### src/sv/tcr_pkg.sv
// ----------------------------------------------------------------------------
// tcr_pkg
// Shared constants, types and helper functions of the textured column
// renderer.
// ----------------------------------------------------------------------------
package tcr_pkg;

  localparam int SCREEN_ROWS    = 25;
  localparam int TEXTURE_HEIGHT = 32;
  localparam int COLOUR_ENTRIES = 16;

  localparam int SCREEN_COLS  = 40;
  localparam int TEX_COLS     = 32;
  localparam int TEX_SIZE     = TEX_COLS * TEXTURE_HEIGHT;
  localparam int TEX_AW       = $clog2(2 * TEX_SIZE);
  localparam int COL_AW       = $clog2(2 * COLOUR_ENTRIES);
  localparam int CIDX_W       = $clog2(COLOUR_ENTRIES);
  localparam int ROW_W        = (SCREEN_ROWS > 1) ? $clog2(SCREEN_ROWS) : 1;
  localparam int ACC_W        = 16;
  localparam int FRAC_BITS    = 10;
  localparam int ADDR_W       = 16;
  localparam int TEX_LOAD_W   = 10;
  localparam int TEX_LOAD_SEL = 10;
  localparam int COL_LOAD_W   = 4;
  localparam int COL_LOAD_SEL = 4;
  localparam int CSUM_W       = 5;

  localparam logic [7:0] CH_BLANK     = 8'd32;
  localparam logic [7:0] CH_SOLID     = 8'd160;
  localparam logic [3:0] FLOOR_COLOUR = 4'd9;
  localparam logic [3:0] BLANK_COLOUR = 4'd0;
  localparam logic [7:0] KIND_FIRST   = 8'd1;
  localparam int         SIDE_BONUS   = 2;

  localparam int ITEM_W   = 99;
  localparam int S_DATA_W = 104;
  localparam int RESULT_W = 44;
  localparam int M_DATA_W = 48;

  typedef enum logic [1:0] {
    CMD_DRAW     = 2'd0,
    CMD_LOAD_TEX = 2'd1,
    CMD_LOAD_COL = 2'd2,
    CMD_RSVD     = 2'd3
  } tcr_cmd_e;

  // last field in the lowest bits
  typedef struct packed {
    logic [3:0]  load_data;
    logic [10:0] load_index;
    logic [15:0] colour_base;
    logic [15:0] char_base;
    logic [7:0]  wall_kind;
    logic [15:0] row_step;
    logic [4:0]  texture_column;
    logic        hit_side;
    logic [7:0]  wall_end;
    logic [7:0]  wall_start;
    logic [5:0]  column;
  } tcr_item_t;

  typedef struct packed {
    logic [3:0]        colour_value;
    logic [7:0]        char_code;
    logic [ADDR_W-1:0] colour_address;
    logic [ADDR_W-1:0] char_address;
  } tcr_result_t;

  typedef struct packed {
    logic             capture;
    logic             tex_we;
    logic             col_we;
    logic             issue;
    logic             last;
    logic [ROW_W-1:0] row;
  } tcr_cmd_t;

  typedef struct packed {
    logic advance;
    logic empty;
  } tcr_status_t;

  function automatic logic [TEX_AW-1:0] tex_wrap(logic [TEX_AW-1:0] v);
    logic [TEX_AW-1:0] r;
    r = v;
    if (int'(r) >= TEX_SIZE) r = r - TEX_AW'(TEX_SIZE);
    return r;
  endfunction

  function automatic logic [TEX_LOAD_W-1:0] load_wrap(logic [TEX_LOAD_W-1:0] v);
    logic [TEX_LOAD_W-1:0] r;
    r = v;
    for (int i = 0; i < 4; i++) begin
      if (int'(r) >= TEX_SIZE) r = r - TEX_LOAD_W'(TEX_SIZE);
    end
    return r;
  endfunction

  function automatic logic [CIDX_W-1:0] col_wrap(logic [CSUM_W-1:0] v);
    logic [CSUM_W-1:0] r;
    r = v;
    for (int i = 0; i < 4; i++) begin
      if (int'(r) >= COLOUR_ENTRIES) r = r - CSUM_W'(COLOUR_ENTRIES);
    end
    return CIDX_W'(r);
  endfunction

endpackage

### src/sv/tcr_ctrl.sv
// ----------------------------------------------------------------------------
// tcr_ctrl
// Command decode and row sequencer: accepts requests, drives the datapath
// with write strobes and one row issue per unstalled cycle of a draw.
// ----------------------------------------------------------------------------
module tcr_ctrl import tcr_pkg::*; (
  input  logic        clk_i,
  input  logic        rst_ni,
  input  logic        s_valid_i,
  input  logic [1:0]  s_user_i,
  output logic        s_ready_o,
  input  tcr_status_t status_i,
  output tcr_cmd_t    cmd_o
);

  typedef enum logic {
    ST_IDLE,
    ST_RUN
  } state_e;

  state_e           state_q, state_d;
  logic [ROW_W-1:0] row_q, row_d;
  logic             accept;
  logic             last_row;
  tcr_cmd_e         cmd;

  assign cmd       = tcr_cmd_e'(s_user_i);
  assign s_ready_o = (state_q == ST_IDLE) && status_i.empty;
  assign accept    = s_valid_i && s_ready_o;
  assign last_row  = (row_q == ROW_W'(SCREEN_ROWS - 1));

  always_comb begin
    cmd_o.capture = accept && (cmd == CMD_DRAW);
    cmd_o.tex_we  = accept && (cmd == CMD_LOAD_TEX);
    cmd_o.col_we  = accept && (cmd == CMD_LOAD_COL);
    cmd_o.issue   = (state_q == ST_RUN) && status_i.advance;
    cmd_o.last    = last_row;
    cmd_o.row     = row_q;
  end

  always_comb begin
    state_d = state_q;
    row_d   = row_q;
    case (state_q)
      ST_IDLE: begin
        if (accept && (cmd == CMD_DRAW)) begin
          state_d = ST_RUN;
          row_d   = '0;
        end
      end
      ST_RUN: begin
        if (status_i.advance) begin
          if (last_row) begin
            state_d = ST_IDLE;
          end else begin
            row_d = row_q + ROW_W'(1);
          end
        end
      end
      default: begin
        state_d = ST_IDLE;
      end
    endcase
  end

  always_ff @(posedge clk_i or negedge rst_ni) begin
    if (!rst_ni) begin
      state_q <= ST_IDLE;
      row_q   <= '0;
    end else begin
      state_q <= state_d;
      row_q   <= row_d;
    end
  end

endmodule

### config.mk
export PLATFORM = sky130hd
export DESIGN_NAME = tcr_ctrl
export DESIGN_NICKNAME = d
export VERILOG_FILES = /design/src/sv/tcr_pkg.sv /design/src/sv/tcr_ctrl.sv
export SDC_FILE = /design/constraint.sdc
export NUM_CORES = 1
export LEC_CHECK = 0
export BUFFER_PORTS_ARGS = -buffer_cell sky130_fd_sc_hd__buf_2
export CAP_MARGIN = 20
export CORE_AREA = 2 2 39 41
export DETAILED_ROUTE_END_ITERATION = 10
export DIE_AREA = 0 0 41 43
export PLACE_DENSITY = 0.61
export REMOVE_ABC_BUFFERS = 1
export SLEW_MARGIN = 20
export SYNTH_ARGS = -nofsm -noshare
export SYNTH_HDL_FRONTEND = slang
export SYNTH_SLANG_ARGS = --single-unit
### constraint.sdc
create_clock -name clk_i -period 1.95 [get_ports clk_i]
set_input_delay 0.39 -clock clk_i [delete_from_list [all_inputs] [get_ports clk_i]]
set_output_delay 0.39 -clock clk_i [all_outputs]
set_load 0.01 [all_outputs]
==> qor.csv <==
metric;value;unit
via_count;429;
clkTransAtPathRegs;0.05;ns
start_util;0.322;
switching_share;0.415;
comb_power_share;0.517;
arrival;1.39;ns
diodes;0;
fin_skew;0.00669;ns
drt-total-wl;1010;um
netlist-cell-type-count;28;
synth.top_cell.area_share;0.337;
grt_max_degree;10;
p_clk_frac;0.147;
synth-seq-cells;6;
drt-vias-per-instance;5.36;
cts_inserted_buffers;3;
hold_class;in2reg;
total_leakage_power;0.292;nW
gr-usage-all-layers;0.139;
crit_fanout;7;
coreArea;1380;sq um
min_period;1.78;ns
clock-root-buffer;clkbuf_4;
first_pass_iters;2;
yosysMostFrequentCell;dfrtp_1;
ys_seq_area_frac;0.337;
wl_met2;465;um
dp_hpwl;807;um
required;1.56;ns
slew_viol_final;0;
peakVddDrop;0.000513;V
wl_met1;476;um
netlist_area;445;sq um
area_growth;27.2;%
setup_tns;0;ns
nNetsFinal;75;
max_slew.worst_pin.slew;0.300;ns
netlist_top_cells_area;dfrtp_1 (34%), a22o_1 (5.9%), ha_1 (5.6%);
ys.flop_type;dfrtp_1;
clkLatencyLatePin;0.25;ns
yosysWarnings;0;
end_kind;output pin;
grt_pass1_vias;322;
path_cells;inv_1 -> ha_1 -> and4b_1 -> buf_2;
slew_headroom;0.799;
yosys-top-cells-count;dfrtp_1 (6), a22o_1 (3), inv_1 (3), nand2_1 (3);
async_flop_share;1.00;
gp_congestion;0.772;
antenna_found_initial;0;
netlist_instances;45;
worst-path-buf-inv;2;
top_layer_used;met4;
wl_met3;60;um
cts-resized-gates;0;
internal_power;0.463;mW
die-area;1760;sq um
grt_pass1_wl;1520;um
rsz0062_at_grt;no;
max_freq;561;MHz
placed_cells;76;
fin_cells;80;
start_kind;register;
die_x;41;um
synth-edff-count;0;
cts_sinks;6;
critical-path-slowest-cell;dfrtp_1;
critPathMaxStageDelay;0.44;ns
drv_cap;0;
drtIter0Drc;3;
path_class;reg2out;
hold_viol_final;0;
clockBufferDepth;2;
portBuffers;17;
synth_top_cell_by_area;dfrtp_1;
drive_above_1_share;0.438;
fp.dieH;43;um
seqPwrFrac;0.336;
htreeDepth;1;
row_count;14;
status;finished clean;
crit_family;flip-flops;
grt.overflow.total;0;
post-route-period-util;0.914;
route.detailed.drc;0;
p_sw;0.329;mW
ant_nets;0;
reg2reg_slack;0.42;ns
wl_per_cell;12.7;um
syn_area_per_cell;9.90;sq um
power_density;1400;nW/um^2
cts_tree;yes;
io_pins;18;
setup_viol;0;
## cell type report
type,count,area (sq um)
well taps,16,20.0
fillers,151,817
flip-flops and latches,6,150
inverters,3,11.3
repair buffers,19,103
clock buffers,3,22.5
multi-input cells,33,260
## path summary, 6_finish.rpt
check / start / endpoint / depth (start not counted)
min in group asynchronous: rst_ni / row_q[3]$_DFFE_PN0P_ / 2
min reg2reg: row_q[1]$_DFFE_PN0P_ / row_q[1]$_DFFE_PN0P_ / 1
max: row_q[0]$_DFFE_PN0P_ / cmd_o[5] / 4
max in group asynchronous: rst_ni / state_q$_DFF_PN0_ / 2
max reg2reg: row_q[0]$_DFFE_PN0P_ / row_q[0]$_DFFE_PN0P_ / 5
min: s_user_i[0] / row_q[2]$_DFFE_PN0P_ / 3
## worst reg2reg max path, stage by stage (launching register included)
cell     delay (ns)
dfrtp_1        0.44
inv_1          0.07
ha_1           0.20
and4b_1        0.24
o32a_2         0.23
a22o_1         0.24
## through the flow
step / total power [mW] / area [sq um] / worst slack (ns) / hold slack (ns) / util
floorplan: 0.518 / 422 / 0.446 / 0.0944 / -
global placement: 0.669 / 534 / 0.462 / 0.225 / 0.386
detailed placement: 0.677 / 534 / 0.430 / 0.224 / 0.386
CTS: 0.801 / 567 / 0.172 / 0.441 / 0.410
global route: 0.856 / 567 / 0.0901 / 0.445 / 0.410
finish: 0.792 / 567 / 0.169 / 0.450 / 0.410
## layer usage
layer  track usage  vias to the layer above
li1              -                      205
met1         0.180                      207
met2         0.175                       15
met3        0.0785                        2
met4        0.0800                        0
met5             0                        -
## registers in the layout, summed over array words and instances, names as in the netlist
| register | cells |
|---|---|
| state_q | 1 |
| row_q | 5 |
## logic make-up (layout without fill, tap and decap cells)
logic type	Yosys count	count (layout)	synth area share
simple gates	20	20	0.334
compound gates	10	10	0.174
flops	6	6	0.337
buf+inv	6	25	0.0786
fa+ha+maj	2	2	0.0562
xor+xnor	1	1	0.0197
## cell usage in the layout, fill, tap and decap left out
| master | count |
|---|---|
| or2_2 | 1 |
| buf_4 | 1 |
| a22o_1 | 3 |
| clkbuf_4 | 3 |
| and2_1 | 1 |
| a21oi_1 | 1 |
| o21ai_0 | 1 |
| xnor2_1 | 1 |
| nand2_1 | 3 |
| nand2b_1 | 2 |
| dfrtp_1 | 6 |
| and4b_1 | 1 |
| nand3_1 | 1 |
| nand4_1 | 2 |
| o211ai_1 | 2 |
| nor3b_1 | 2 |
| dlygate4sd3_1 | 1 |
| nand3b_4 | 1 |
| and3b_2 | 2 |
| ha_1 | 2 |
| o32a_2 | 1 |
| nor3_2 | 1 |
| o22ai_1 | 1 |
| or3_1 | 1 |
| buf_2 | 17 |
| a21oi_2 | 1 |
| nor2b_1 | 1 |
| inv_1 | 3 |
| nand3b_1 | 1 |
## repair_timing
item | 4_1_cts | 5_1_grt
hold buffers | 1 | 0
endpoints found under the hold margin | 6 | 0
setup buffers | 0 | 0
## power groups by stage
stage	sequential (mW)	clock [mW]	combinational (mW)
2_1_floorplan	0.282	0	0.236
3_3_place_gp	0.261	0	0.408
3_5_place_dp	0.267	0	0.410
4_1_cts	0.265	0.123	0.413
5_1_grt	0.276	0.128	0.452
6_report	0.266	0.116	0.409
(Power assumes the default switching activity.)
